[config.mk]
export PLATFORM = sky130hd
export DESIGN_NAME = signed_int_to_decimal_ascii_flat
export DESIGN_NICKNAME = d
export VERILOG_FILES = /design/src/sv/sidta_pkg.sv /design/src/sv/sidta_if.sv /design/src/sv/sidta_cell.sv /design/src/sv/signed_int_to_decimal_ascii.sv /design/src/flat_wrapper.sv
export SDC_FILE = /design/constraint.sdc
export NUM_CORES = 1
export LEC_CHECK = 0
export BUFFER_PORTS_ARGS = -buffer_cell sky130_fd_sc_hd__buf_2
export CAP_MARGIN = 20
export CORE_MARGIN = 2
export CORE_UTILIZATION = 55
export CTS_BUF_LIST = sky130_fd_sc_hd__clkbuf_4 sky130_fd_sc_hd__clkbuf_8 sky130_fd_sc_hd__clkbuf_16
export CTS_CLUSTER_DIAMETER = 60
export DETAILED_ROUTE_END_ITERATION = 6
export GPL_TIMING_DRIVEN = 1
export PLACE_DENSITY = 0.84
export SLEW_MARGIN = 25
export SYNTH_ARGS = -nofsm -noshare
export SYNTH_HDL_FRONTEND = slang
export SYNTH_SLANG_ARGS = --single-unit
[constraint.sdc]
create_clock -name clock -period 2.55 [get_ports clock]
set_clock_uncertainty 0.2 [all_clocks]
set_input_delay 0.255 -clock clock [delete_from_list [all_inputs] [get_ports clock]]
set_output_delay 0.255 -clock clock [all_outputs]
set_load 0.03 [all_outputs]
[src/sv/sidta_pkg.sv]
`timescale 1ns / 1ps
`default_nettype none
// ---------------------------------------------------------------------------
// sidta_pkg
// Shared types and constants of the signed integer to decimal text block.
// ---------------------------------------------------------------------------
package sidta_pkg;

   localparam logic [5:0] CODE_MINUS = 6'd45;
   localparam logic [5:0] CODE_ZERO  = 6'd48;
   localparam logic [3:0] DABBLE_MIN = 4'd5;
   localparam logic [3:0] DABBLE_ADD = 4'd3;
   localparam logic [3:0] DIGIT_MAX  = 4'd9;

   typedef enum logic [4:0] {
      ST_IDLE = 5'b00001,
      ST_CONV = 5'b00010,
      ST_SIGN = 5'b00100,
      ST_SKIP = 5'b01000,
      ST_EMIT = 5'b10000
   } state_type;

   // Command that every digit cell of the chain sees in a cycle.
   typedef struct packed {
      logic clear;
      logic dabble;
      logic move;
   } cell_ctrl_type;

endpackage
`default_nettype wire

[src/sv/sidta_if.sv]
`timescale 1ns / 1ps
`default_nettype none
// ---------------------------------------------------------------------------
// sidta_if
// Valid/ready channels: integer requests in, ASCII characters out.
// ---------------------------------------------------------------------------
interface sidta_req_if #(parameter int VALUE_BITS = 32);
   logic                         valid;
   logic                         ready;
   logic signed [VALUE_BITS-1:0] value;

   modport source (output valid, output value, input ready);
   modport sink   (input valid, input value, output ready);
endinterface

interface sidta_rsp_if;
   logic       valid;
   logic       ready;
   logic [5:0] char_code;
   logic       last;

   modport source (output valid, output char_code, output last, input ready);
   modport sink   (input valid, input char_code, input last, output ready);
endinterface
`default_nettype wire

[src/sv/sidta_cell.sv]
`timescale 1ns / 1ps
`default_nettype none
// ---------------------------------------------------------------------------
// sidta_cell
// One BCD digit of the conversion chain: clear, shift-and-add-3 step, or a move
// of the lower neighbor's digit when the text is read out.
// ---------------------------------------------------------------------------
module sidta_cell (
   input  wire                     clock,
   input  sidta_pkg::cell_ctrl_type ctrl,
   input  wire                     bit_in,
   input  wire  [3:0]              digit_prev,
   output logic                    bit_out,
   output logic [3:0]              digit
);

   logic [3:0] digit_ff;
   logic [3:0] digit_in;
   logic [3:0] adj;

   always_comb begin
      adj = (digit_ff >= sidta_pkg::DABBLE_MIN) ? digit_ff + sidta_pkg::DABBLE_ADD : digit_ff;
      bit_out = adj[3];
      priority if (ctrl.clear) begin
         digit_in = 4'd0;
      end else if (ctrl.dabble) begin
         digit_in = {adj[2:0], bit_in};
      end else if (ctrl.move) begin
         digit_in = digit_prev;
      end else begin
         digit_in = digit_ff;
      end
   end

   always_ff @(posedge clock) begin
      digit_ff <= digit_in;
   end

   assign digit = digit_ff;

endmodule
`default_nettype wire

[src/sv/signed_int_to_decimal_ascii.sv]
`timescale 1ns / 1ps
`default_nettype none
// ---------------------------------------------------------------------------
// signed_int_to_decimal_ascii
// Converts a two's complement integer into its decimal ASCII text, one
// character per transaction, most significant character first.
// ---------------------------------------------------------------------------
//  channel  direction  payload                        meaning
//  req_if   in         value[VALUE_BITS-1:0]          integer to convert
//  rsp_if   out        char_code[5:0], last           one character, last flag
//
//  An integer passes through the accept, VALUE_BITS double-dabble steps, the
//  dropping of leading zeros, the leaving of skipping and the characters.
//  A new request is taken only when the previous text has fully left.
//  A stalled character holds in the chain until it is taken.
//  Reset is synchronous and returns the block to idle.
// ---------------------------------------------------------------------------
module signed_int_to_decimal_ascii #(
   parameter int VALUE_BITS = 32
) (
   input wire          clock,
   input wire          reset,
   sidta_req_if.sink   req_if,
   sidta_rsp_if.source rsp_if
);

   localparam int NUM_DIGITS = ((VALUE_BITS * 1233) >> 12) + 1;
   localparam int CNT_BITS   = $clog2(VALUE_BITS);
   localparam int REM_BITS   = $clog2(NUM_DIGITS + 1);

   sidta_pkg::state_type     state_ff, state_in;
   logic [VALUE_BITS-1:0]    mag_ff, mag_in;
   logic                     neg_ff, neg_in;
   logic [CNT_BITS-1:0]      cnt_ff, cnt_in;
   logic [REM_BITS-1:0]      rem_ff, rem_in;
   sidta_pkg::cell_ctrl_type ctrl;

   logic [3:0]          digits [NUM_DIGITS];
   logic [NUM_DIGITS:0] carry;
   logic [3:0]          top_digit;
   logic                req_take;
   logic                rsp_take;
   logic                last_char;

   assign req_take  = req_if.valid && req_if.ready;
   assign rsp_take  = rsp_if.valid && rsp_if.ready;
   assign top_digit = digits[NUM_DIGITS-1];
   assign last_char = (rem_ff == REM_BITS'(1));

   assign carry[0] = mag_ff[VALUE_BITS-1];

   for (genvar g = 0; g < NUM_DIGITS; g++) begin : g_chain
      if (g == 0) begin : g_first
         sidta_cell u_cell (
            .clock      (clock),
            .ctrl       (ctrl),
            .bit_in     (carry[g]),
            .digit_prev (4'd0),
            .bit_out    (carry[g+1]),
            .digit      (digits[g])
         );
      end else begin : g_rest
         sidta_cell u_cell (
            .clock      (clock),
            .ctrl       (ctrl),
            .bit_in     (carry[g]),
            .digit_prev (digits[g-1]),
            .bit_out    (carry[g+1]),
            .digit      (digits[g])
         );
      end
   end

   always_comb begin
      state_in    = state_ff;
      mag_in      = mag_ff;
      neg_in      = neg_ff;
      cnt_in      = cnt_ff;
      rem_in      = rem_ff;
      ctrl        = '0;
      unique case (state_ff)
         sidta_pkg::ST_IDLE: begin
            if (req_take) begin
               neg_in     = req_if.value[VALUE_BITS-1];
               mag_in     = req_if.value[VALUE_BITS-1] ? VALUE_BITS'(-req_if.value)
                                                       : VALUE_BITS'(req_if.value);
               cnt_in     = CNT_BITS'(VALUE_BITS - 1);
               rem_in     = REM_BITS'(NUM_DIGITS);
               ctrl.clear = 1'b1;
               state_in   = sidta_pkg::ST_CONV;
            end
         end
         sidta_pkg::ST_CONV: begin
            ctrl.dabble = 1'b1;
            mag_in      = {mag_ff[VALUE_BITS-2:0], 1'b0};
            cnt_in      = cnt_ff - CNT_BITS'(1);
            if (cnt_ff == '0) begin
               state_in = neg_ff ? sidta_pkg::ST_SIGN : sidta_pkg::ST_SKIP;
            end
         end
         sidta_pkg::ST_SIGN: begin
            if (rsp_take) begin
               state_in = sidta_pkg::ST_SKIP;
            end
         end
         sidta_pkg::ST_SKIP: begin
            // Leading zeros are shifted away; a lone zero digit is kept.
            if (top_digit == 4'd0 && !last_char) begin
               ctrl.move = 1'b1;
               rem_in    = rem_ff - REM_BITS'(1);
            end else begin
               state_in = sidta_pkg::ST_EMIT;
            end
         end
         sidta_pkg::ST_EMIT: begin
            if (rsp_take) begin
               if (last_char) begin
                  state_in = sidta_pkg::ST_IDLE;
               end else begin
                  ctrl.move = 1'b1;
                  rem_in    = rem_ff - REM_BITS'(1);
               end
            end
         end
         default: begin
            state_in = sidta_pkg::ST_IDLE;
         end
      endcase
   end

   always_ff @(posedge clock) begin
      if (reset) begin
         state_ff <= sidta_pkg::ST_IDLE;
      end else begin
         state_ff <= state_in;
      end
      mag_ff <= mag_in;
      neg_ff <= neg_in;
      cnt_ff <= cnt_in;
      rem_ff <= rem_in;
   end

   assign req_if.ready     = (state_ff == sidta_pkg::ST_IDLE);
   assign rsp_if.valid     = (state_ff == sidta_pkg::ST_SIGN) ||
                             (state_ff == sidta_pkg::ST_EMIT);
   assign rsp_if.char_code = (state_ff == sidta_pkg::ST_SIGN) ? sidta_pkg::CODE_MINUS
                             : sidta_pkg::CODE_ZERO + {2'b00, top_digit};
   assign rsp_if.last      = (state_ff == sidta_pkg::ST_EMIT) && last_char;

   // An accepted request always starts the digit chain conversion.
   a_accept_starts: assert property (@(posedge clock) disable iff (reset)
      req_take |=> state_ff == sidta_pkg::ST_CONV)
      else $error("accepted request did not start conversion");

   // The first digit after zero skipping is nonzero unless it is the only one.
   a_no_leading_zero: assert property (@(posedge clock) disable iff (reset)
      (state_ff == sidta_pkg::ST_EMIT && $past(state_ff) == sidta_pkg::ST_SKIP)
      |-> (top_digit != 4'd0 || last_char))
      else $error("leading zero digit emitted");

   // Digits read out of the chain are valid BCD.
   a_bcd_digit: assert property (@(posedge clock) disable iff (reset)
      state_ff == sidta_pkg::ST_EMIT |-> top_digit <= sidta_pkg::DIGIT_MAX)
      else $error("digit out of BCD range");

   // The final character returns the block to idle.
   a_last_ends: assert property (@(posedge clock) disable iff (reset)
      (rsp_take && rsp_if.last) |=> state_ff == sidta_pkg::ST_IDLE)
      else $error("block not idle after final character");

endmodule
`default_nettype wire
[src/flat_wrapper.sv]
// flat-port wrapper written by rule: the top's interface ports become plain ports
module signed_int_to_decimal_ascii_flat 
#(
   parameter int VALUE_BITS = 32
)
  (clock, reset, req_if_valid, req_if_value, req_if_ready, rsp_if_valid, rsp_if_char_code, rsp_if_last, rsp_if_ready);
  sidta_req_if #(.VALUE_BITS(VALUE_BITS)) req_if_i ();
  sidta_rsp_if rsp_if_i ();
  input wire clock;
  input wire reset;
  input wire logic [$bits(req_if_i.valid)-1:0] req_if_valid;
  input wire logic [$bits(req_if_i.value)-1:0] req_if_value;
  output wire logic [$bits(req_if_i.ready)-1:0] req_if_ready;
  output wire logic [$bits(rsp_if_i.valid)-1:0] rsp_if_valid;
  output wire logic [$bits(rsp_if_i.char_code)-1:0] rsp_if_char_code;
  output wire logic [$bits(rsp_if_i.last)-1:0] rsp_if_last;
  input wire logic [$bits(rsp_if_i.ready)-1:0] rsp_if_ready;
  assign req_if_i.valid = req_if_valid;
  assign req_if_i.value = req_if_value;
  assign req_if_ready = req_if_i.ready;
  assign rsp_if_valid = rsp_if_i.valid;
  assign rsp_if_char_code = rsp_if_i.char_code;
  assign rsp_if_last = rsp_if_i.last;
  assign rsp_if_i.ready = rsp_if_ready;
  signed_int_to_decimal_ascii #(.VALUE_BITS(VALUE_BITS)) u_core (.clock(clock), .reset(reset), .req_if(req_if_i), .rsp_if(rsp_if_i));
endmodule
==> results of run 1 <==
worst reg2reg max path, stage by stage, from the launching register on:
cell	delay [ns]
edfxtp_1	0.45
ha_1	0.21
or3b_1	0.29
nand3_2	0.17
o22ai_4	0.26
buf_12	0.23
o32ai_1	0.12
a221o_1	0.32
flip-flops by register name (all words and copies together), names as in the netlist:
signal	flops
u_core.g_chain.g_rest.u_cell.digit	36
u_core.state_ff	5
u_core.rem_ff	4
u_core.g_chain.g_first.u_cell.digit	4
u_core.neg_ff	1
u_core.mag_ff	32
u_core.cnt_ff	5
layer usage:
layer | track usage | up-vias
li1 | - | 2251
met1 | 0.286 | 2161
met2 | 0.364 | 138
met3 | 0.0426 | 15
met4 | 0.0647 | 0
met5 | 0 | -
path summary, 6_finish.rpt:
| kind | from | end | slack [ns] | depth (start not counted) |
|---|---|---|---|---|
| hold / removal | req_if_value[0] | u_core.mag_ff[0] | 0.05 | 3 |
| setup reg to reg | u_core.rem_ff[0] | u_core.g_chain[1].g_rest.u_cell.digit[3] | 0.19 | 7 |
| hold reg to reg | u_core.mag_ff[30] | u_core.mag_ff[31] | 0.32 | 2 |
| setup / recovery | u_core.rem_ff[0] | u_core.g_chain[1].g_rest.u_cell.digit[3] | 0.19 | 7 |
layout by cell type, fill, tap and decap left out, types with 4 or more instances in the layout:
cell type,n
edfxtp_1,42
o21ai_0,53
xnor2_1,16
buf_2,43
xor2_1,29
dfxtp_1,45
mux2i_1,26
a31oi_1,8
nand3_1,9
and3_1,11
nand2b_1,14
buf_12,4
nor2_1,31
o21ai_1,10
nor3_1,6
a211oi_1,20
o41ai_2,7
ha_1,26
o31ai_1,11
nand2_1,58
buf_4,10
o32ai_1,10
a221o_1,9
clkbuf_8,9
a21oi_1,31
inv_1,30
and2_1,4
logic make-up (layout without fill, tap and decap cells):
family                     count (synthesis)  count (layout)  share of synthesized area
AOI/OAI and AO/OA                        173             173                      0.214
and+or+nand+nor                          171             171                      0.163
DFF                                       87              87                      0.394
buffers and inverters                     61             105                     0.0472
xor gates and xnor gates                  45              45                     0.0718
muxes                                     27              27                     0.0495
adders and majority gates                 26              26                     0.0593
other                                      1               1                   0.000683
through the flow:
step / total power, W / utilization / instances
after detailed placement: 0.00251 / 0.605 / 750
after CTS: 0.00344 / 0.626 / 767
final: 0.00344 / 0.629 / 768
after floorplan: 0.00227 / - / 591
after global placement: 0.00247 / 0.605 / 750
after global routing: 0.00362 / 0.629 / 768
area by class of cell:
type	count	area (sq um)	share of cell area
sequential	87	2160	0.353
clock buffer	11	156	0.0256
timing repair buffer	59	405	0.0662
multi-input combinational	443	3080	0.503
tap	133	166	0.0272
inverter	30	113	0.0184
clock inverter	5	37.5	0.00613
timing repair:
| item | in CTS | in global routing |
|---|---|---|
| endpoints found under the setup margin | 0 | 1 |
| hold endpoints to repair | 5 | 0 |
| buffers inserted | 0 | 0 |
| hold buffers | 1 | 0 |
| gates resized for setup | 0 | 1 |
power groups by stage:
stage          clock network, W  registers (W)  logic (W)
2_1_floorplan                 0        0.00177   0.000502
3_3_place_gp                  0        0.00180   0.000670
3_5_place_dp                  0        0.00181   0.000705
4_1_cts                0.000955        0.00178   0.000710
5_1_grt                 0.00102        0.00180   0.000797
6_report               0.000944        0.00178   0.000714
==> flow_summary.toml, run 1 <==
[status]
outcome = "finished, final reports clean"

[yosys]
yosysWarnings = 0
async_flop_share = 0
synth_top_cell_by_area = "edfxtp_1"
synth_fp_nets = 653
synth_area_sq_mm = 0.00549
seq_area_frac_synth = 0.394
synth_top_area_frac = 0.230
syn_area_per_cell_sq_um = 9.29
synth_flop_cell = "dfxtp_1"
netlist_instances = 591
yosys-top-cells-count = "nand2_1, o21ai_0, dfxtp_1"
synth_area_leaders = "edfxtp_1, dfxtp_1, ha_1"
yosysUniqueCellTypes = 61
yosysMostFrequentCell = "nand2_1"
ys_seq_elements = 87
synth_edf_count = 42

[power_and_ir_drop]
p_per_area_mw_per_mm2 = 562
peakVddDrop_v = 0.000303
p_sw_w = 0.00107
p_leak_nw = 2.34
pwr-share-seq = 0.518
swShare = 0.310
combPwrFrac = 0.208
p_int_w = 0.00237
p_clk_frac = 0.274

[sta]
drv_slew = 0
max_slew.worst_pin.slew_ns = 0.601
hold_viol_final = 0
rsz0062_at_grt = "false"
slew_headroom = 0.599
fmax_mhz = 424
setup_ws_ns = 0.193
post-route-period-util = 0.924
holdWs_ns = 0.0542
fin_tns_setup_ns = 0
fin_crit_ns = 2.36
setup_viol = 0

[floorplan]
rows = 36
io_pins = 45
die_area_sq_mm = 0.0108
core-area_sq_mm = 0.00973
die_h_microns = 104
die_w_microns = 104
start_util = 0.564

[global_route]
grt_pass1_vias = 4376
grt_overflow = 0
antenna_found_initial = 0
grt_pass1_wl_microns = 19700
grt_start_max_net_pins = 55
grt_usage = 0.217

[critical_path]
required_ns = 2.61
crit_path_cell_trace = "ha_1, or3b_1, nand3_2, o22ai_4, buf_12, o32ai_1, a221o_1"
path_delay_family = "compound AO/OA/AOI/OAI gates"
cp_slowest_cell = "edfxtp_1"
crit_buf_inv = 1
criticalPathCategory = "register to register"
slowest_delay_ns = 0.45
arrival_ns = 2.41
worstSetupEndpointType = "register"
cp-start-kind = "register"
cp_max_fo = 22

[cts]
cts_tree = "built"
clk_pin_slew_ns = 0.09
numCtsBuffers = 9
insertion_delay_ns = 0.36
max-clock-path-buffers = 2
cts_root_buf = "clkbuf_8"
htree_levels = 3
cts.sinks = 87

[detailed_routing]
wl_per_cell_microns = 15.3
met3_length_microns = 600
vias = 4565
wl_microns = 11800
wl_met2_microns = 5760
drt_iter0_drc = 274
drc = 0
met1_length_microns = 5270
routed_via_density = 5.94
final_antenna_net_count = 0
firstDrtPassIters = 5
top_layer = "met4"

[placement]
preCtsSetupSlack_ns = 0.147
detailed_place_hpwl_microns = 8030
dpl_cell_area_sq_mm = 0.00589
routabilityCongestion = 0.861
port_buffers = 43

[final_layout]
n_fill_cell = 847
n_antenna_cell = 0
syn_to_final_growth_pct = 11.5
drive_gt1_frac = 0.159
fin_nets = 692
design_area_sq_mm = 0.00612

[hold_path]
min_path_type = "input port to register"

[run]
max_cap_viol_count = 0
No activity file was read; power rests on OpenSTA's default activity.
==> run 2: changes to the inputs <==
Settings changed: ABC_AREA set to 1.
==> run 2 against run 1 <==
  * Sequential cell count stayed put
  * Critical path depth is 5 higher
  * Synthesized cell count is 45% higher
  * Synthesized area is 7.2% higher
  * Non-clock buffer count is 2 lower
  * Total power is 37% higher
  * Die area is 6.9% higher
  * Worst setup slack better by 0.20 ns
  * Maximum frequency is 9.1% higher
  * Clock power is 2.6% higher
  * Global-route usage is 2.4 points higher
==> flow_summary.toml, run 2 <==
[final_layout]
n_antenna_cell = 0
n_fill_cell = 980
drive_gt1_frac = 0.100
fin_nets = 956
largest_reg_flops = 36
syn_to_final_growth_pct = 9.42
layout_common_cells = "nand2_1, nor2_1, inv_1, o21ai_0, nand3_1"
layout_commonest_cell = "nand2_1"

[sta]
hold_viol_final = 0
max_slew.worst_pin.slew_ns = 0.538
setup_ws_ns = 0.390
fmax_mhz = 463
drv_slew = 0
post-route-period-util = 0.847
setup_viol = 0
slew_headroom = 0.641
fin_crit_ns = 2.16
fin_tns_setup_ns = 0
holdWs_ns = 0.0505
rsz0062_at_grt = "false"

[power_and_ir_drop]
p_per_area_mw_per_mm2 = 732
p_leak_nw = 2.79
peakVddDrop_v = 0.000446

[detailed_routing]
wl_per_cell_microns = 13.1
vias = 5726
drc = 0
drt_iter0_drc = 406
firstDrtPassIters = 5
wl_microns = 13500
final_antenna_net_count = 0
routed_via_density = 5.53

[yosys]
synth_top_area_frac = 0.214
synth_edf_count = 42
yosysWarnings = 0
yosysUniqueCellTypes = 35
netlist_instances = 857
synth_fp_nets = 919
syn_area_per_cell_sq_um = 6.86
synth_area_sq_mm = 0.00588
synth_top_cell_by_area = "edfxtp_1"
yosys-top-cells-count = "nand2_1, nor2_1, inv_1"
ys_seq_elements = 87
yosysMostFrequentCell = "nand2_1"
async_flop_share = 0
synth_area_leaders = "edfxtp_1, nand2_1, dfxtp_1"
synth_flop_cell = "dfxtp_1"
seq_area_frac_synth = 0.368

[critical_path]
arrival_ns = 2.25
cp_max_fo = 13
required_ns = 2.64
crit_top_cell = "nand2_1"
cp-start-kind = "register"
worstSetupEndpointType = "register"
slowest_delay_ns = 0.45
crit_path_cell_trace = "ha_1, nand2_1, inv_1, nor2_1, nand2_1, nand2_1, buf_4, nor2_8, buf_4, nand2_1, nand2_1, nor2_1"
criticalPathCategory = "register to register"
cp_slowest_cell = "edfxtp_1"

[global_route]
grt_pass1_vias = 5177
antenna_found_initial = 0
grt_overflow = 0
grt_usage = 0.241
grt_start_max_net_pins = 84
grt_pass1_wl_microns = 22700

[floorplan]
start_util = 0.567
die_area_sq_mm = 0.0115
die_w_microns = 107
die_h_microns = 107
io_pins = 45
core-area_sq_mm = 0.0104
rows = 37

[hold_path]
min_path_type = "input port to register"

[cts]
cts_tree = "built"
cts_root_buf = "clkbuf_8"
numCtsBuffers = 9
clk_pin_slew_ns = 0.09
cts_resized = 0
cts.sinks = 87
cts_setup_buffers = 0
insertion_delay_ns = 0.36
htree_levels = 3
max-clock-path-buffers = 2

[placement]
detailed_place_hpwl_microns = 9440
port_buffers = 43
routabilityCongestion = 0.937
preCtsSetupSlack_ns = 0.450

[run]
max_cap_viol_count = 0

[status]
outcome = "finished, final reports clean"
==> run 2: cell types whose count changed after synthesis, moves of 20 or more <==
| cell | delta |
|---|---|
| nand2_1 | +186 |
| nor2_1 | +68 |
| nand3_1 | +65 |
| a211oi_1 | -20 |
| inv_1 | +53 |
| a21oi_1 | +24 |
| mux2i_1 | -26 |
| o21ai_0 | +25 |
==> run 2: critical path: cells and delay by family, from the launching register on <==
family	cells	cell delay, ns
buffers and inverters	3	0.46
and+or+nand+nor	8	0.75
DFF	1	0.45
adders and majority gates	1	0.22
==> run 2: final cells by class <==
type                    count  area [sq um]  area share
flip-flops and latches     87          2160       0.336
multi-input cells         653          3210       0.499
repair buffers             57           373      0.0579
clock inverters             7          73.8      0.0115
inverters                  86           323      0.0502
well taps                 136           170      0.0264
clock buffers               9           124      0.0192
==> run 2: cells by family (layout without fill, tap and decap cells) <==
| logic type | after synthesis | count (layout) | synth area share |
|---|---|---|---|
| and+or+nand+nor | 461 | 461 | 0.334 |
| buffers and inverters | 117 | 159 | 0.0879 |
| other | 1 | 1 | 0.000638 |
| xor gates and xnor gates | 17 | 17 | 0.0253 |
| AOI/OAI and AO/OA | 148 | 148 | 0.130 |
| DFF | 87 | 87 | 0.368 |
| adders and majority gates | 26 | 26 | 0.0553 |
==> run 2: repair_timing <==
action | CTS | global route
endpoints found under the hold margin | 4 | 0
endpoints found under the setup margin | 0 | 0
hold buffers | 1 | 0
==> run 2: per-layer routing <==
metal  share of wire  vias to the layer above  wire length [microns]  global-route usage
li1                -                     2896                      -                   -
met1            0.46                     2603                   6220               0.325
met2            0.47                      203                   6290               0.397
met3           0.057                       24                    770              0.0327
met4           0.018                        0                    244              0.0852
met5               0                        -                      0                   0
==> run 2: path summary, 6_finish.rpt <==
kind,cells past startpoint,end,slack [ns],start
max reg2reg,12,u_core.g_chain[7].g_rest.u_cell.digit[0],0.39,u_core.rem_ff[0]
min,3,u_core.mag_ff[12],0.05,req_if_value[12]
min reg2reg,2,u_core.g_chain[0].g_first.u_cell.digit[3],0.27,u_core.g_chain[0].g_first.u_cell.digit[3]
max,12,u_core.g_chain[7].g_rest.u_cell.digit[0],0.39,u_core.rem_ff[0]
==> run 2: per-stage QoR <==
stage / area, sq um / total power (W) / instances / utilization
2_1_floorplan: 5880 / 0.00329 / 857 / -
4_1_cts: 6440 / 0.00473 / 1035 / 0.621
6_report: 6440 / 0.00471 / 1035 / 0.621
3_3_place_gp: 6230 / 0.00369 / 1018 / 0.601
3_5_place_dp: 6230 / 0.00374 / 1018 / 0.601
5_1_grt: 6440 / 0.00503 / 1035 / 0.621
==> run 2: power by group <==
part           switching, W  total (W)  leakage, nW  internal [W]
Clock              0.000516   0.000969       0.0953      0.000453
Combinational       0.00111    0.00165         1.96      0.000538
Sequential         0.000190    0.00209        0.740       0.00190
Total               0.00182    0.00471         2.79       0.00289
